`src/hw/rtl/mil_pkg.sv`:
```
package mil_pkg;

  localparam int DATA_W      = 32;
  localparam int MAX_N_DEF   = 8;
  localparam int FRAC_DEF    = 16;
  localparam int SIZE_W      = 4;
  localparam logic [SIZE_W-1:0] SIZE_RST = 4'd4;

  localparam logic signed [DATA_W-1:0] WORD_MAX = 32'sh7fff_ffff;
  localparam logic signed [DATA_W-1:0] WORD_MIN = 32'sh8000_0000;

  typedef enum logic [4:0] {
    ST_LOAD,
    ST_E_PIV,
    ST_E_NUM,
    ST_E_DIV,
    ST_E_DWAIT,
    ST_E_KRD,
    ST_E_KMUL,
    ST_E_KWAIT,
    ST_F_RD,
    ST_F_MUL,
    ST_F_WAIT,
    ST_F_WR,
    ST_B_RD,
    ST_B_MUL,
    ST_B_WAIT,
    ST_B_RDZ,
    ST_B_DIV,
    ST_B_DWAIT,
    ST_O_RD,
    ST_O_LD,
    ST_O_WAIT
  } mil_state_e;

  typedef struct packed {
    logic                     done;
    logic signed [DATA_W-1:0] prod;
  } mul_res_t;

  typedef struct packed {
    logic                     done;
    logic                     zero;
    logic signed [DATA_W-1:0] quot;
  } div_res_t;

  function automatic logic signed [DATA_W-1:0] sat_add(input logic signed [DATA_W-1:0] a,
                                                       input logic signed [DATA_W-1:0] b);
    logic signed [DATA_W:0] s;
    s = {a[DATA_W-1], a} + {b[DATA_W-1], b};
    if (s[DATA_W] != s[DATA_W-1]) return s[DATA_W] ? WORD_MIN : WORD_MAX;
    return s[DATA_W-1:0];
  endfunction

  function automatic logic signed [DATA_W-1:0] sat_sub(input logic signed [DATA_W-1:0] a,
                                                       input logic signed [DATA_W-1:0] b);
    logic signed [DATA_W:0] s;
    s = {a[DATA_W-1], a} - {b[DATA_W-1], b};
    if (s[DATA_W] != s[DATA_W-1]) return s[DATA_W] ? WORD_MIN : WORD_MAX;
    return s[DATA_W-1:0];
  endfunction

endpackage

```
`src/hw/rtl/mil_mul.sv`:
```
module mil_mul #(
  parameter int FRAC_BITS = mil_pkg::FRAC_DEF
) (
  input  logic                                clk_i,
  input  logic                                rst_ni,
  input  logic                                start_i,
  input  logic signed [mil_pkg::DATA_W-1:0]   a_i,
  input  logic signed [mil_pkg::DATA_W-1:0]   b_i,
  output mil_pkg::mul_res_t                   res_o
);
  import mil_pkg::*;

  logic signed [2*DATA_W-1:0] prod_q;
  logic signed [2*DATA_W-1:0] shifted;
  logic signed [DATA_W-1:0]   res_q;
  logic                       v1_q, v2_q;

  // arithmetic shift floors toward minus infinity
  assign shifted = prod_q >>> FRAC_BITS;

  always_ff @(posedge clk_i or negedge rst_ni) begin
    if (!rst_ni) begin
      v1_q <= 1'b0;
      v2_q <= 1'b0;
    end else begin
      v1_q <= start_i;
      v2_q <= v1_q;
    end
  end

  always_ff @(posedge clk_i) begin
    prod_q <= a_i * b_i;
    if (shifted > 64'(WORD_MAX)) res_q <= WORD_MAX;
    else if (shifted < 64'(WORD_MIN)) res_q <= WORD_MIN;
    else res_q <= shifted[DATA_W-1:0];
  end

  assign res_o.done = v2_q;
  assign res_o.prod = res_q;

endmodule

```
`config.mk`:
```
export PLATFORM = sky130hd
export DESIGN_NAME = mil_mul
export DESIGN_NICKNAME = d
export VERILOG_FILES = /design/src/hw/rtl/mil_pkg.sv /design/src/hw/rtl/mil_mul.sv
export SDC_FILE = /design/constraint.sdc
export NUM_CORES = 2
export LEC_CHECK = 0
export ABC_AREA = 1
export BUFFER_PORTS_ARGS = -buffer_cell sky130_fd_sc_hd__buf_2
export CELL_PAD_IN_SITES_DETAIL_PLACEMENT = 2
export CELL_PAD_IN_SITES_GLOBAL_PLACEMENT = 2
export CORE_MARGIN = 2
export CORE_UTILIZATION = 30
export CTS_CLUSTER_DIAMETER = 60
export CTS_CLUSTER_SIZE = 8
export DETAILED_ROUTE_END_ITERATION = 8
export PLACE_DENSITY_LB_ADDON = 0.1
export SLEW_MARGIN = 20
export SYNTH_ARGS = -nofsm -noshare
export SYNTH_HDL_FRONTEND = slang
export SYNTH_SLANG_ARGS = --single-unit
```
`constraint.sdc`:
```
create_clock -name clk_i -period 1.7 [get_ports clk_i]
set_input_delay 0.17 -clock clk_i [delete_from_list [all_inputs] [get_ports clk_i]]
set_output_delay 0.17 -clock clk_i [all_outputs]
set_load 0.1 [all_outputs]
```
== Word-level counts from Yosys, hierarchy flattened ==
Cells that the tools add are included.

* Memory bits (read-only): 0
* Memories: 0
* Bits of input ports: 67
* Bits in writable memories: 0
* Latch bits: 0
* Output and inout port bits: 33
* Register bits after elaboration: 98

* $mul: 1
* $add $sub $neg: 0
* Eq/ne operators: 0
* Div/mod/pow operators: 0
* Shift-type cells: 0
* Reduce and logical (&&, ||, !) cells: 0
* Bitwise gates (word level): 0
* Multiplexer cells: 1
* $lt $le $gt $ge: 2

{| class="wikitable"
|+ Operators by type and width
! kind !! count
|-
| 32-bit by 32-bit multiplier with 64-bit output || 1
|-
| 48-bit by 32-bit > comparator with 1-bit output, second input constant || 1
|-
| 48-bit by 32-bit less-than comparator with 1-bit output, second input constant || 1
|-
| 32-bit 2-to-1 mux || 1
|}

== Depth between registers and ports, before layout ==
* Depth after elaboration: 2
* Mapped depth: 32
* Mapped depth without buffers: 31

== Worst setup path after synthesis ==
No wires, ideal clock.

* Kind: input-to-reg
* From: input port a_i[31] in the netlist's numbering
* To: register prod_q[56]
* Library setup time: 112 ps
* Arrival time: 6688 ps
* Stages: 27
* Buffers on the path: 1
* Path slack: -5100 ps
* Required time: 1588 ps
* Cell sequence: clkbuf_1 nand2_1 inv_1 fa_1 inv_1 fa_1 inv_1 fa_1 fa_1 inv_1 fa_1 inv_1 fa_1 inv_1 fa_1 inv_1 fa_1 ha_1 nand2_1 nor2_1 inv_1 nor2_1 nand2_1 nor4_1 nand2_1 nand3_1 nand2_1

* Cells in the longest elaborated chain, start to end: 1

{| class="wikitable"
|+ Ends and longest elaborated chain
! element !! RTL line !! source
|-
| start, declared || mil_mul.sv:7 || <nowiki>input logic signed [mil_pkg::DATA_W-1:0] a_i,</nowiki>
|-
| 32-bit by 32-bit multiplier with 64-bit output || mil_mul.sv:32 || <nowiki>prod_q <= a_i * b_i;</nowiki>
|-
| end signal, assigned || mil_mul.sv:32 ||
|-
| end, declared || mil_mul.sv:13 || <nowiki>logic signed [2*DATA_W-1:0] prod_q;</nowiki>
|}

No other way between the ends.
A chain may end at the register's enable or synchronous reset.

== Worst setup path in the final report ==
* From: input port a_i[31] in the netlist's numbering
* To: register prod_q[54]

Same word-level chain as after synthesis.

==> metrics.txt <==
# TYPE chip_impl_metric gauge
chip_impl_info{name="worst-setup-path-type",value="input port to register"} 1
chip_impl_metric{name="rr_worst_depth",unit=""} 5
chip_impl_info{name="cts_root_buf",value="sky130_fd_sc_hd__clkbuf_16"} 1
chip_impl_metric{name="synth.avg_cell_area",unit="µm²"} 7.90
chip_impl_metric{name="timing.final.crit_period",unit="ps"} 6410
chip_impl_metric{name="drt_pre_antenna_iters",unit=""} 6
chip_impl_metric{name="placement.io_buffers",unit=""} 99
chip_impl_metric{name="final_max_slew_viol_count",unit=""} 0
chip_impl_info{name="run_status",value="finished with violations"} 1
chip_impl_metric{name="route.final.wire_length",unit="mm"} 165
chip_impl_metric{name="dieHeight",unit="µm"} 370
chip_impl_metric{name="vias_in_the_first_global_route",unit=""} 40458
chip_impl_metric{name="grtUsageTotal",unit=""} 0.237
chip_impl_metric{name="synth-seq-cells",unit=""} 82
chip_impl_metric{name="vias_per_cell",unit=""} 4.50
chip_impl_metric{name="critPathMaxStageDelay",unit="ps"} 650
chip_impl_metric{name="coreArea",unit="µm²"} 133000
chip_impl_metric{name="arrival",unit="ps"} 6640
chip_impl_info{name="crit_slowest_cell",value="sky130_fd_sc_hd__fa_2"} 1
chip_impl_metric{name="die_w",unit="µm"} 370
chip_impl_metric{name="drv_cap",unit=""} 0
chip_impl_metric{name="critPathMaxFanout",unit=""} 8
chip_impl_info{name="tritoncts",value="done"} 1
chip_impl_info{name="failed_checks",value="setup timing"} 1
chip_impl_metric{name="fp.dieArea",unit="µm²"} 137000
chip_impl_metric{name="share_of_post_route_cells_with_drive_strength_above_1",unit=""} 0.297
chip_impl_metric{name="global_route.overflow_total",unit=""} 0
chip_impl_info{name="unrepaired_setup_endpoints_after_global_routing",value="true"} 1
chip_impl_metric{name="global_route_wire_length_before_repair",unit="mm"} 246
chip_impl_metric{name="tritoncts.num_buffers",unit=""} 9
chip_impl_metric{name="site_rows",unit=""} 134
chip_impl_metric{name="worst-endpoint-required",unit="ps"} 1940
chip_impl_metric{name="post-place-ws",unit="ps"} -5410
chip_impl_metric{name="detail-route-antenna-nets",unit=""} 0
chip_impl_metric{name="io_pins",unit=""} 100
chip_impl_metric{name="initial_utilization",unit=""} 0.302
chip_impl_metric{name="mappedNetlistArea",unit="µm²"} 40300
chip_impl_metric{name="grt_max_degree",unit=""} 32
chip_impl_metric{name="worst_pin_slew",unit="ps"} 511
chip_impl_metric{name="syn-num-nets",unit=""} 6423
chip_impl_metric{name="drc",unit=""} 0
chip_impl_metric{name="worst_setup_hold_path_clk_slew",unit="ps"} 70
chip_impl_metric{name="clock_insertion_delay_worst_skew",unit="ps"} 350
chip_impl_info{name="timing.critical_path.from_type",value="input port"} 1
chip_impl_metric{name="cts_num_sinks",unit=""} 82
chip_impl_metric{name="setup_slack",unit="ps"} -4710
chip_impl_metric{name="synth_warnings",unit=""} 0
chip_impl_metric{name="fmax",unit="MHz"} 156
chip_impl_info{name="setup_crit_end_kind",value="register"} 1
chip_impl_metric{name="htree_levels",unit=""} 3
chip_impl_metric{name="vias",unit=""} 33892
chip_impl_metric{name="timing.final.crit_share",unit=""} 3.77
chip_impl_metric{name="average_wire_per_cell_in_the_routed_design",unit="µm"} 21.9
chip_impl_metric{name="grt_antenna_before_repair",unit=""} 6
chip_impl_metric{name="clock-skew-final",unit="ps"} 12.0
chip_impl_info{name="worst_min_delay_path_category",value="input port to asynchronous set/reset pin"} 1
chip_impl_metric{name="ys_types",unit=""} 35
chip_impl_metric{name="fillCellCount",unit=""} 14709
chip_impl_metric{name="cts_buffer_depth",unit=""} 2
chip_impl_metric{name="detailedPlacementHpwl",unit="mm"} 137
chip_impl_metric{name="hold_viol",unit=""} 0
chip_impl_metric{name="sequential_element_share_of_the_synthesized_area",unit=""} 0.0410
chip_impl_metric{name="drt_iter0_markers",unit=""} 1056
chip_impl_metric{name="areaGrowthSynthToFinish",unit="%"} 36.0
chip_impl_metric{name="relSlewSlack",unit=""} 0.662
chip_impl_metric{name="syn-instance-count",unit=""} 5095
chip_impl_metric{name="place.gp.congestion",unit=""} 0.836
chip_impl_metric{name="setup-tns-final",unit="ps"} -217440
chip_impl_metric{name="report.final.setup_viol",unit=""} 48
chip_impl_metric{name="final_nets",unit=""} 7077
==> state kept, by name, summed over array words and instances (netlist names) <==
register	cells
v2_q	1
res_q	32
prod_q	48
v1_q	1
==> repair_timing <==
item	CTS	global route
setup endpoints to repair	48	50
pin swaps	286	383
gates resized for setup	593	563
setup buffers	78	96
gates cloned	7	12
hold buffers	2	0
endpoints found under the hold margin	3	0
==> critical path: cells and delay by family <==
kind	cells	cell delay (ps)
adders and majority gates	9	4650
and+or+nand+nor	9	880
buffers and inverters	10	900
==> placed cells by master (no fill, tap or decap), drive strengths merged <==
| cell | count |
|---|---|
| inv | 1653 |
| nand2 | 1480 |
| fa | 1081 |
| buf | 821 |
| ha | 180 |
| nor2 | 149 |
| dfxtp | 80 |
| a21oi | 79 |
| nand3 | 57 |
| o21ai | 44 |
| clkbuf | 27 |
| xor2 | 25 |
| nand4 | 15 |
| nor3 | 13 |
| or2 | 7 |
| o21bai | 7 |
| xnor2 | 6 |
| nor4 | 5 |
| clkinvlp | 4 |
| bufbuf | 4 |
| diode | 2 |
| nand3b | 2 |
| o41ai | 2 |
| clkinv | 2 |
| dlygate4sd3 | 2 |
| dfrtp | 2 |
| nor3b | 1 |
| and3 | 1 |
| a21o | 1 |
| o31ai | 1 |
| o21a | 1 |
| nand2b | 1 |
| bufinv | 1 |
==> worst paths after layout <==
path	start	end	slack [ps]
setup / recovery	a_i[31]	prod_q[54]$_DFF_P_	-4710
hold / removal	rst_ni	v2_q$_DFF_PN0_	130
setup reg to reg	prod_q[63]$_DFF_P_	res_q[3]$_SDFF_PN1_	110
hold reg to reg	v1_q$_DFF_PN0_	v2_q$_DFF_PN0_	360
max in group asynchronous	rst_ni	v1_q$_DFF_PN0_	1480
min in group clk_i	v1_q$_DFF_PN0_	v2_q$_DFF_PN0_	360
==> routing by layer <==
| layer | up-vias | wire [µm] | global-route usage |
|---|---|---|---|
| li1 | 15237 | - | - |
| met5 | - | 41 | 0 |
| met1 | 18258 | 69800 | 0.301 |
| met2 | 285 | 90000 | 0.454 |
| met3 | 106 | 2400 | 0.00763 |
| met4 | 6 | 2800 | 0.0265 |
==> kinds of logic after synthesis <==
kind of cell | Yosys count | synth area share
adders and majority gates | 1261 | 0.593
buffers and inverters | 1855 | 0.173
and+or+nand+nor | 1731 | 0.168
DFF | 82 | 0.0410
AOI/OAI and AO/OA | 135 | 0.0180
xor gates and xnor gates | 31 | 0.00674
==> area by class of cell <==
| class | count | area (µm²) | share of cell area |
|---|---|---|---|
| Multi-Input combinational cell | 3158 | 35500 | 0.649 |
| Clock inverter | 5 | 63.8 | 0.00117 |
| Clock buffer | 11 | 233 | 0.00425 |
| Inverter | 1655 | 6250 | 0.114 |
| Tap cell | 1768 | 2210 | 0.0404 |
| Sequential cell | 82 | 1650 | 0.0302 |
| Antenna cell | 2 | 5.00 | 0.0000914 |
| Timing Repair Buffer | 843 | 8790 | 0.161 |
==> through the flow <==
step / utilization / hold WS (ps) / std cells / cell area (µm²)
4_1_cts: 0.389 / 111 / 7422 / 51900
6_report: 0.411 / 125 / 7524 / 54800
3_3_place_gp: 0.365 / -45.5 / 7327 / 48600
3_5_place_dp: 0.365 / -44.6 / 7327 / 48600
5_1_grt: 0.411 / 126 / 7522 / 54800
2_1_floorplan: - / -126 / 5095 / 41900
==> synthesized netlist by cell type, drive strengths merged <==
cell type / n / area, µm²
o21ai: 44 / 220
xnor2: 6 / 52.6
a21oi: 79 / 395
xor2: 25 / 219
dfxtp: 80 / 1600
nor4: 5 / 37.5
nand3: 57 / 285
o31ai: 1 / 7.51
nand3b: 2 / 15.0
buf: 7 / 37.5
nor2: 149 / 594
and3: 1 / 6.26
clkbuf: 193 / 724
nor3b: 1 / 7.51
a21o: 1 / 7.51
nand2b: 1 / 6.26
inv: 1655 / 6210
nor3: 13 / 81.3
fa: 1081 / 21600
nand2: 1480 / 5580
o21a: 1 / 7.51
ha: 180 / 2250
dfrtp: 2 / 50.1
nand4: 15 / 93.8
o21bai: 7 / 52.6
or2: 7 / 43.8
o41ai: 2 / 32.5
Power is left out: the tool's default activity adds up to more than one toggle a clock period on the data nets, which glitch-free logic cannot reach.
