--- config.mk ---
export PLATFORM = sky130hd
export DESIGN_NAME = mil_div
export DESIGN_NICKNAME = d
export VERILOG_FILES = /design/src/hw/rtl/mil_pkg.sv /design/src/hw/rtl/mil_div.sv
export SDC_FILE = /design/constraint.sdc
export NUM_CORES = 1
export LEC_CHECK = 0
export BUFFER_PORTS_ARGS = -buffer_cell sky130_fd_sc_hd__buf_4
export CAP_MARGIN = 20
export CORE_MARGIN = 10
export CORE_UTILIZATION = 60
export CTS_CLUSTER_SIZE = 10
export DETAILED_ROUTE_END_ITERATION = 12
export PLACE_DENSITY = 0.81
export SETUP_SLACK_MARGIN = 0.4
export SYNTH_ARGS = -nofsm -noshare
export SYNTH_HDL_FRONTEND = slang
export SYNTH_SLANG_ARGS = --single-unit
--- constraint.sdc ---
create_clock -name clk_i -period 4.2 [get_ports clk_i]
set_clock_uncertainty 0.1 [all_clocks]
set_input_delay 0.84 -clock clk_i [delete_from_list [all_inputs] [get_ports clk_i]]
set_output_delay 0.84 -clock clk_i [all_outputs]
set_load 0.01 [all_outputs]
--- src/hw/rtl/mil_pkg.sv ---
package mil_pkg;

  localparam int DATA_W      = 32;
  localparam int MAX_N_DEF   = 8;
  localparam int FRAC_DEF    = 16;
  localparam int SIZE_W      = 4;
  localparam logic [SIZE_W-1:0] SIZE_RST = 4'd4;

  localparam logic signed [DATA_W-1:0] WORD_MAX = 32'sh7fff_ffff;
  localparam logic signed [DATA_W-1:0] WORD_MIN = 32'sh8000_0000;

  typedef enum logic [4:0] {
    ST_LOAD,
    ST_E_PIV,
    ST_E_NUM,
    ST_E_DIV,
    ST_E_DWAIT,
    ST_E_KRD,
    ST_E_KMUL,
    ST_E_KWAIT,
    ST_F_RD,
    ST_F_MUL,
    ST_F_WAIT,
    ST_F_WR,
    ST_B_RD,
    ST_B_MUL,
    ST_B_WAIT,
    ST_B_RDZ,
    ST_B_DIV,
    ST_B_DWAIT,
    ST_O_RD,
    ST_O_LD,
    ST_O_WAIT
  } mil_state_e;

  typedef struct packed {
    logic                     done;
    logic signed [DATA_W-1:0] prod;
  } mul_res_t;

  typedef struct packed {
    logic                     done;
    logic                     zero;
    logic signed [DATA_W-1:0] quot;
  } div_res_t;

  function automatic logic signed [DATA_W-1:0] sat_add(input logic signed [DATA_W-1:0] a,
                                                       input logic signed [DATA_W-1:0] b);
    logic signed [DATA_W:0] s;
    s = {a[DATA_W-1], a} + {b[DATA_W-1], b};
    if (s[DATA_W] != s[DATA_W-1]) return s[DATA_W] ? WORD_MIN : WORD_MAX;
    return s[DATA_W-1:0];
  endfunction

  function automatic logic signed [DATA_W-1:0] sat_sub(input logic signed [DATA_W-1:0] a,
                                                       input logic signed [DATA_W-1:0] b);
    logic signed [DATA_W:0] s;
    s = {a[DATA_W-1], a} - {b[DATA_W-1], b};
    if (s[DATA_W] != s[DATA_W-1]) return s[DATA_W] ? WORD_MIN : WORD_MAX;
    return s[DATA_W-1:0];
  endfunction

endpackage

--- src/hw/rtl/mil_div.sv ---
module mil_div #(
  parameter int FRAC_BITS = mil_pkg::FRAC_DEF
) (
  input  logic                                clk_i,
  input  logic                                rst_ni,
  input  logic                                start_i,
  input  logic signed [mil_pkg::DATA_W-1:0]   a_i,
  input  logic signed [mil_pkg::DATA_W-1:0]   b_i,
  output mil_pkg::div_res_t                   res_o
);
  import mil_pkg::*;

  localparam int NW = DATA_W + FRAC_BITS;
  localparam int CW = $clog2(NW + 1);

  logic [NW-1:0]     numq_q;
  logic [DATA_W-1:0] rem_q, den_q;
  logic [CW-1:0]     cnt_q;
  logic              busy_q, done_q, neg_q, zero_q;
  logic signed [DATA_W-1:0] quot_q;
  logic [DATA_W:0]   rem_sh;
  logic              fits;
  logic [DATA_W-1:0] a_mag, b_mag;

  assign a_mag  = a_i[DATA_W-1] ? DATA_W'(-a_i) : DATA_W'(a_i);
  assign b_mag  = b_i[DATA_W-1] ? DATA_W'(-b_i) : DATA_W'(b_i);
  assign rem_sh = {rem_q, numq_q[NW-1]};
  assign fits   = rem_sh >= {1'b0, den_q};

  always_ff @(posedge clk_i or negedge rst_ni) begin
    if (!rst_ni) begin
      busy_q <= 1'b0;
      done_q <= 1'b0;
    end else begin
      done_q <= 1'b0;
      if (start_i) begin
        busy_q <= 1'b1;
      end else if (busy_q && cnt_q == '0) begin
        busy_q <= 1'b0;
        done_q <= 1'b1;
      end
    end
  end

  always_ff @(posedge clk_i) begin
    if (start_i) begin
      numq_q <= {a_mag, {FRAC_BITS{1'b0}}};
      rem_q  <= '0;
      den_q  <= b_mag;
      cnt_q  <= CW'(NW);
      neg_q  <= a_i[DATA_W-1] ^ b_i[DATA_W-1];
      zero_q <= (b_i == '0);
    end else if (busy_q) begin
      if (cnt_q != '0) begin
        // one restoring step a cycle
        rem_q  <= fits ? DATA_W'(rem_sh - {1'b0, den_q}) : rem_sh[DATA_W-1:0];
        numq_q <= {numq_q[NW-2:0], fits};
        cnt_q  <= cnt_q - 1'b1;
      end else begin
        if (zero_q) quot_q <= '0;
        else if (!neg_q) begin
          if (numq_q > NW'(WORD_MAX)) quot_q <= WORD_MAX;
          else quot_q <= numq_q[DATA_W-1:0];
        end else begin
          if (numq_q > NW'({1'b1, {(DATA_W-1){1'b0}}})) quot_q <= WORD_MIN;
          else quot_q <= DATA_W'(-numq_q[DATA_W-1:0]);
        end
      end
    end
  end

  assign res_o.done = done_q;
  assign res_o.zero = zero_q;
  assign res_o.quot = quot_q;

endmodule

# == After elaboration in Yosys (flattened, before gate mapping) ==
# Index checks and enable logic that the tools add are counted.
# Widths: inputs -> output; s select.
# totals
input_bits,67
register_bits,154
# classes
add_sub_neg,5
mux,13
bitwise,3
magnitude_cmp,3
n_reduce_logical,10
# op_table
operator,n
$mux 32,5
$mux 48,3
$neg 32->32,3
$gt 48x31->1 const B,1
$gt 48x32->1 const B,1
$ge 33x32->1,1
$logic_not 32->1,1
$sub 32x32->32,1
$mux 31,1
$logic_not 6->1,1
$reduce_bool 2->1,3
$reduce_bool 6->1,1
$sub 6x1->6 const B,1
$mux 1,4
$reduce_and 2->1,2
$reduce_and 3->1,1
$not 1->1,2
$logic_and 1x1->1,1
$xor 1x1->1,1

# == Longest topological paths before layout ==
# Gate-level depths: netlist (run 1).
# depth
depth_word,4
mapped_depth,13
ltp_nobuf,11

# == Worst setup path after synthesis (run 1) ==
# Ideal clock, no wire load.
# synth_path
kind,input -> register
startpoint,input start_i
endpoint,"register quot_q[0], enable pin"
arrival_time_ns,3.830
path_slack_ns,-0.198
cell_stages,4
path_buffers,3
setup_ns,0.468
path_cell_list,clkbuf_1 > clkbuf_1 > clkbuf_1 > nor3b_1
# synth_between
elab_chain_cells,2
# synth_rtl
item,line_no,source
start: declaration,mil_div.sv:6,"input logic start_i,"
$not 1->1 (no line),--,
$reduce_and 3->1 (no line),--,
end signal: assignment,mil_div.sv:63,else quot_q <= numq_q[DATA_W-1:0];
end signal: assignment,mil_div.sv:66,else quot_q <= DATA_W'(-numq_q[DATA_W-1:0]);
end: declaration,mil_div.sv:20,logic signed [DATA_W-1:0] quot_q;
# No other way between the ends.
# A chain may end at the register's enable or synchronous reset.

# == Worst setup path in the final report (run 1) ==
# layout_path
startpoint,register den_q[10]
endpoint,register rem_q[8]
# layout_between
elab_chain_cells,2
# layout_rtl
item,line_no,source
start: declaration,mil_div.sv:17,"logic [DATA_W-1:0] rem_q, den_q;"
start signal: assignment,mil_div.sv:49,den_q <= b_mag;
$ge 33x32->1,mil_div.sv:28,"assign fits = rem_sh >= {1'b0, den_q};"
$mux 32,mil_div.sv:56,"rem_q <= fits ? DATA_W'(rem_sh - {1'b0, den_q}) : rem_sh[DATA_W-1:0];"
end signal: assignment,mil_div.sv:56,
end: declaration,mil_div.sv:17,
# No other way between the ends.

==> flow_metrics.py, run 1 <==
metrics = {
    "synth": {
        "synthDistinctLibCells": 72,
        "synth_async_sr_flop_share_pct": 1.299,
        "post_synth_edffs": 98,
        "synth.top_cell.area_share_pct": 29.04,
        "synth_top_cells_by_area": "edfxtp_1, dfxtp_1, nand2_1",
        "mappedNetlistArea_sq_um": 10130,
        "ys_dominant_reg_cell": "edfxtp_1",
        "synthCells": 1184,
        "ys_seq_area_share_pct": 40.20,
        "netlist.top_cell.by_area": "edfxtp_1",
        "synth-warning-count": 0,
        "mappedNetlistNets": 1289,
        "per_instance_average_area_after_synthesis_sq_um": 8.559,
        "postSynthRegisterBits": 154,
    },
    "timing": {
        "grt_setup_unrepaired": "true",
        "total_count_of_max_transition_violations_in_the_final_report": 0,
        "total_of_endpoints_with_negative_setup_slack_in_the_final_report": 0,
        "achievable-frequency_ghz": 0.2833,
        "tightest_slew_ns": 0.9243,
        "hold_viol_final": 0,
        "timing.setup.tns_ns": 0,
        "timing.final.crit_period_ns": 3.530,
        "max_slew_margin_pct": 38.38,
        "fin_crit_sh_pct": 84.05,
        "fin_hold_ws_ns": 0.08170,
    },
    "finish": {
        "commonest_non_fill_non_tap_cells_in_the_layout": "nand2_1, buf_4, edfxtp_1",
        "stdcell_area_sq_um": 11720,
        "layout_commonest_cell": "nand2_1",
        "fin_util_pct": 70.68,
        "synthToLayoutAreaGrowth_pct": 15.67,
        "final_net_count": 1351,
        "fraction_of_final_layout_cells_sized_beyond_drive_strength_1_pct": 13.19,
        "antenna-diode-count": 0,
    },
    "drt": {
        "detail_route.first_pass.iterations": 8,
        "detailroute.via_count": 9117,
        "wirelength_microns": 24870,
        "wire_per_inst_microns": 16.81,
        "drc": 0,
        "antenna_violating_nets_post_route": 0,
        "post_drt_via_cell_ratio": 6.164,
        "drt_iter0_drc": 888,
    },
    "power": {
        "p_comb_share_pct": 35.3,
        "powerDensity_nw_per_um2": 503.4,
        "power.switching_uw": 2043,
        "power.clock.fraction_pct": 30.5,
        "seqPwrFrac_pct": 34.3,
        "power.leakage_uw": 0.004629,
        "p_int_uw": 3857,
        "switching_share_pct": 34.63,
        "power.ir.vdd_worst_mv": 0.3689,
    },
    "worst_setup_path": {
        "timing.critical_path.cells": "inv_1 > ha_1 > and3_1 > nor3b_1 > o211ai_1 > a2111o_1 > a31oi_1 > nor2_4 > buf_4 > or3_1 > a311oi_1",
        "worstSetupEndpointType": "flip-flop",
        "arrival_ns": 3.76,
        "worst-endpoint-required_ns": 4.43,
        "cp_peak_stage_delay_ns": 0.44,
        "startpoint_type": "flip-flop",
        "path_max_fanout": 20,
        "crit_slowest_cell": "a2111o_1",
        "critical_path_class": "reg -> reg",
    },
    "clocking": {
        "cts_max_path_buffers": 2,
        "cts_setup_buffers": 0,
        "clock_tree.htree_level_count": 4,
        "tritoncts_num_sinks": 154,
        "clkSlewWorstSetupHoldPaths_ns": 0.06,
        "clk_root_buffer_cell": "clkbuf_16",
        "clock_buffer_count_from_cts": 17,
        "clk_lat_worst_skew_ns": 0.43,
        "cts_tree": "built",
        "post_cts_hold_buffer_count": 0,
    },
    "floorplan": {
        "pin_count": 101,
        "fp.dieArea_sq_um": 22490,
        "core_area_sq_um": 16580,
        "die_w_microns": 150.0,
        "starting_density_of_the_core_pct": 61.11,
        "placement_rows": 47,
        "die_height_microns": 150.0,
    },
    "global_routing": {
        "grt_remaining_overflow": 0,
        "grt.total_usage_pct": 22.04,
        "grt_start_max_net_pins": 92,
        "number_of_antenna_violations_at_the_first_check_in_global_routing": 0,
        "first_global_vias": 8663,
        "global_route_wire_length_before_repair_microns": 41110,
    },
    "job": {
        "drv.max_cap_violation_count": 0,
    },
    "worst_hold_path": {
        "worstHoldPathType": "in -> async",
    },
    "run_status": {
        "outcome": "completed",
    },
    "placed_design": {
        "dp_hpwl_microns": 17990,
        "dpl_cell_area_sq_um": 11000,
        "place_congestion": 0.9756,
        "numPortBuffers": 100,
    },
}
[final timing paths]
path	startpoint	endpoint	slack (ns)	depth (start not counted)
max	den_q[10]$_DFFE_PP_	rem_q[8]$_SDFFE_PP0P_	0.67	11
min	rst_ni	done_q$_DFF_PN0_	0.08	1
max reg2reg	den_q[10]$_DFFE_PP_	rem_q[8]$_SDFFE_PP0P_	0.67	11
min reg2reg	cnt_q[5]$_SDFFE_PP1P_	cnt_q[5]$_SDFFE_PP1P_	0.40	2
max in group asynchronous	rst_ni	busy_q$_DFFE_PN0P_	3.83	1
min in group clk_i	cnt_q[5]$_SDFFE_PP1P_	cnt_q[5]$_SDFFE_PP1P_	0.40	2
[through the flow]
step,std cells,worst slack (ns),power (uW)
after floorplan,1184,0.8051,3521
after global placement,1446,0.4556,4025
after detailed placement,1446,0.3779,4063
after CTS,1478,0.6495,5875
after global routing,1479,0.3974,6245
final,1479,0.6699,5901
[kinds of logic (layout without fill, tap and decap cells)]
| family | after synthesis | count (layout) | synth area share (%) |
|---|---|---|---|
| DFF | 154 | 154 | 40.20 |
| AOI/OAI and AO/OA | 318 | 318 | 20.31 |
| xor gates and xnor gates | 88 | 88 | 7.606 |
| adders and majority gates | 38 | 38 | 4.766 |
| and+or+nand+nor | 451 | 451 | 21.76 |
| buffers and inverters | 132 | 207 | 5.062 |
| muxes | 3 | 3 | 0.2963 |
[registers in the layout, indices dropped and copies added, names as in the netlist, 6 cells and up]
| name | count |
|---|---|
| den_q | 32 |
| rem_q | 32 |
| cnt_q | 6 |
| numq_q | 48 |
| quot_q | 32 |
[routing by layer]
metal / vias up / track usage (%) / routed length (microns)
met2: 345 / 37.31 / 12160
met5: - / 0 / 0
li1: 4469 / - / -
met3: 54 / 4.831 / 1629
met1: 4249 / 26.79 / 10400
met4: 0 / 8.552 / 679
[critical path, delay by kind of cell, from the launching register on]
family,cells,cell delay (ns)
adder cells (fa/ha/maj),1,0.40
AND/OR/NAND/NOR,4,1.06
buffers and inverters,2,0.29
flip-flops,1,0.32
AO/OA/AOI/OAI,4,1.27
[layout make-up]
type / instances / area [sq um]
multi-input combinational: 898 / 5567
fill: 1332 / 4862
sequential: 154 / 4074
timing repair buffer: 116 / 890.9
clock buffer: 18 / 429.2
tap: 220 / 275.3
clock inverter: 14 / 264.0
inverter: 59 / 221.5
[power by group through the flow]
stage | registers (uW) | logic [uW] | clock network, uW
4_1_cts | 2020 | 2040 | 1820
5_1_grt | 2050 | 2320 | 1880
6_report | 2020 | 2080 | 1800
2_1_floorplan | 1980 | 1540 | 0
3_3_place_gp | 2040 | 1980 | 0
3_5_place_dp | 2050 | 2010 | 0
[Yosys cell counts, types with 14 or more instances]
| cell | instances |
|---|---|
| or4_1 | 14 |
| ha_1 | 37 |
| o21ai_0 | 82 |
| a31oi_1 | 20 |
| nor4_1 | 16 |
| dfxtp_1 | 54 |
| nor2_1 | 89 |
| nor3_1 | 32 |
| a311oi_1 | 19 |
| clkbuf_1 | 64 |
| nand2_1 | 187 |
| nand3b_1 | 14 |
| o31ai_1 | 38 |
| o41ai_1 | 16 |
| a21oi_1 | 69 |
| inv_1 | 58 |
| xor2_1 | 25 |
| or3_1 | 15 |
| xnor2_1 | 63 |
| edfxtp_1 | 98 |
| nand4_1 | 17 |
[what timing repair did]
item	in CTS	in global routing
endpoints found under the setup margin	0	3
endpoints found under the hold margin	0	0
resized for setup	0	1
Note: power is estimated with default switching activity, not from simulation.
==> run 2, diff against run 1 <==
--- a/config.mk
+++ b/config.mk
@@ -8,10 +8,10 @@
 export BUFFER_PORTS_ARGS = -buffer_cell sky130_fd_sc_hd__buf_4
 export CAP_MARGIN = 20
 export CORE_MARGIN = 10
-export CORE_UTILIZATION = 60
+export CORE_UTILIZATION = 55
 export CTS_CLUSTER_SIZE = 10
 export DETAILED_ROUTE_END_ITERATION = 12
-export PLACE_DENSITY = 0.81
+export PLACE_DENSITY = 0.78
 export SETUP_SLACK_MARGIN = 0.4
 export SYNTH_ARGS = -nofsm -noshare
 export SYNTH_HDL_FRONTEND = slang
==> constraint.sdc (replaced) <==
create_clock -name clk_i -period 2.97 [get_ports clk_i]
set_clock_uncertainty 0.1 [all_clocks]
set_input_delay 0.594 -clock clk_i [delete_from_list [all_inputs] [get_ports clk_i]]
set_output_delay 0.594 -clock clk_i [all_outputs]
set_load 0.01 [all_outputs]
==> flow_metrics.py, run 2 (synthesized netlist as in run 1, its figures left out) <==
metrics = {
    "run_status": {
        "outcome": "finished with violations",
        "violations": "setup timing",
    },
    "finish": {
        "commonest_non_fill_non_tap_cells_in_the_layout": "buf_4, nand2_1, edfxtp_1",
        "layout_commonest_cell": "buf_4",
        "final_cells": 1623,
        "register_bank_with_the_most_flops": "numq_q",
        "max_reg_flops": 48,
        "nFillCells": 1132,
        "synthToLayoutAreaGrowth_pct": 41.22,
        "fin_util_pct": 79.39,
        "final_net_count": 1486,
        "fraction_of_final_layout_cells_sized_beyond_drive_strength_1_pct": 36.23,
        "antenna-diode-count": 0,
    },
    "worst_setup_path": {
        "path_delay_family": "simple AND/OR/NAND/NOR gates",
        "r2r_setup_slack_ns": -0.14,
        "worst-path-buf-inv": 4,
        "crit_top_cell": "buf_6",
        "crit_slowest_cell": "or4_4",
        "worstSetupEndpointType": "flip-flop",
        "critical_path_class": "reg -> reg",
        "startpoint_type": "flip-flop",
        "cp_peak_stage_delay_ns": 0.52,
        "path_max_fanout": 5,
        "timing.critical_path.cells": "or4_4 > nor3_4 > buf_4 > nand4_1 > o31ai_4 > buf_6 > nand2b_4 > buf_6 > buf_8 > o41ai_2 > a21oi_1 > nor2_1",
        "worst-endpoint-required_ns": 3.15,
        "arrival_ns": 3.29,
    },
    "drt": {
        "drc": 0,
        "detailroute.via_count": 10580,
        "wire_per_inst_microns": 21.04,
        "detail_route.first_pass.iterations": 6,
        "wirelength_microns": 34150,
        "post_drt_via_cell_ratio": 6.518,
        "drt_iter0_drc": 1272,
        "antenna_violating_nets_post_route": 0,
    },
    "placed_design": {
        "dp_hpwl_microns": 20570,
        "dp.cells": 1531,
        "place_congestion": 0.9342,
        "numPortBuffers": 100,
        "place_ws_ns": -0.2247,
    },
    "timing": {
        "total_of_endpoints_with_negative_setup_slack_in_the_final_report": 27,
        "total_count_of_max_transition_violations_in_the_final_report": 0,
        "timing.final.crit_period_ns": 3.107,
        "timing.setup.tns_ns": -1.290,
        "postLayoutSetupSlackWorst_ns": -0.1372,
        "fin_crit_sh_pct": 104.6,
        "tightest_slew_ns": 0.6593,
        "hold_viol_final": 0,
        "max_slew_margin_pct": 55.71,
        "achievable-frequency_ghz": 0.3218,
        "grt_setup_unrepaired": "true",
    },
    "global_routing": {
        "global_route_wire_length_before_repair_microns": 49920,
        "first_global_vias": 9979,
        "grt_remaining_overflow": 0,
        "grt.total_usage_pct": 24.82,
        "grt_start_max_net_pins": 92,
        "number_of_antenna_violations_at_the_first_check_in_global_routing": 0,
    },
    "floorplan": {
        "starting_density_of_the_core_pct": 56.22,
        "die_w_microns": 155.7,
        "fp.dieArea_sq_um": 24250,
        "pin_count": 101,
        "core_area_sq_um": 18020,
        "die_height_microns": 155.7,
        "placement_rows": 49,
    },
    "clocking": {
        "clk_root_buffer_cell": "clkbuf_16",
        "clkSlewWorstSetupHoldPaths_ns": 0.06,
        "clk_lat_worst_skew_ns": 0.44,
        "cts_max_path_buffers": 2,
        "cts_tree": "built",
        "tritoncts_num_sinks": 154,
        "clock_buffer_count_from_cts": 17,
        "clock_tree.htree_level_count": 4,
    },
    "power": {
        "p_comb_share_pct": 49.4,
        "power.leakage_uw": 0.005676,
        "power.clock.fraction_pct": 20.8,
        "powerDensity_nw_per_um2": 690.3,
        "switching_share_pct": 39.35,
        "p_int_uw": 5992,
        "power.switching_uw": 3887,
        "seqPwrFrac_pct": 29.8,
        "power.ir.vdd_worst_mv": 0.5253,
    },
    "job": {
        "drv.max_cap_violation_count": 0,
    },
    "worst_hold_path": {
        "worstHoldPathType": "in -> reg",
    },
}
-- run 2: repair_timing --
action                                  in CTS  in global routing
hold buffers                                 1                  0
setup buffers                               36                 16
pin swaps                                   73                 85
resized for setup                          150                127
endpoints found under the setup margin      71                 80
gates cloned                                 6                  1
hold endpoints to repair                     2                  0
-- run 2: routing by layer --
metal  global-route usage (%)  wire, microns  part of all wire [%]
met5                        0              0                     0
met4                    12.48           1764                   5.2
met3                    4.163           2781                   8.1
met2                    41.84          16870                    49
met1                    30.01          12740                    37
-- run 2: final cells by class --
type,instances,area [sq um],share of cell area [%]
multi-input combinational,899,7019,49.05
sequential,154,4085,28.55
timing repair buffer,250,2157,15.07
clock buffer,19,432.9,3.025
tap,229,286.5,2.002
inverter,59,226.5,1.583
clock inverter,13,102.6,0.7170
-- run 2: final timing paths --
| check | start | endpoint | cells after the start |
|---|---|---|---|
| max | numq_q[16]$_DFFE_PP_ | quot_q[20]$_SDFFCE_PP0P_ | 12 |
| min | b_i[0] | den_q[0]$_DFFE_PP_ | 1 |
| max reg2reg | numq_q[16]$_DFFE_PP_ | quot_q[20]$_SDFFCE_PP0P_ | 12 |
| min reg2reg | numq_q[0]$_SDFFE_PP0P_ | numq_q[1]$_SDFFE_PP0P_ | 2 |
| max in group asynchronous | rst_ni | done_q$_DFF_PN0_ | 2 |
| min in group asynchronous | rst_ni | busy_q$_DFFE_PN0P_ | 2 |
-- run 2: metrics by stage --
stage	cell area [sq um]	hold WS (ns)	power (uW)
3_3_place_gp	11980	0.2765	6224
3_5_place_dp	11980	0.2788	6289
2_1_floorplan	10610	0.1984	5194
4_1_cts	13510	0.2683	9056
5_1_grt	14310	0.2694	10320
6_report	14310	0.2670	9879
-- run 2: power by group through the flow --
stage                     clock [uW]  sequential [uW]  combinational [uW]
after CTS                       2040             2880                4130
after global placement             0             2910                3320
after global routing            2150             2960                5200
final                           2060             2940                4880
after detailed placement           0             2910                3380
after floorplan                    0             2810                2380
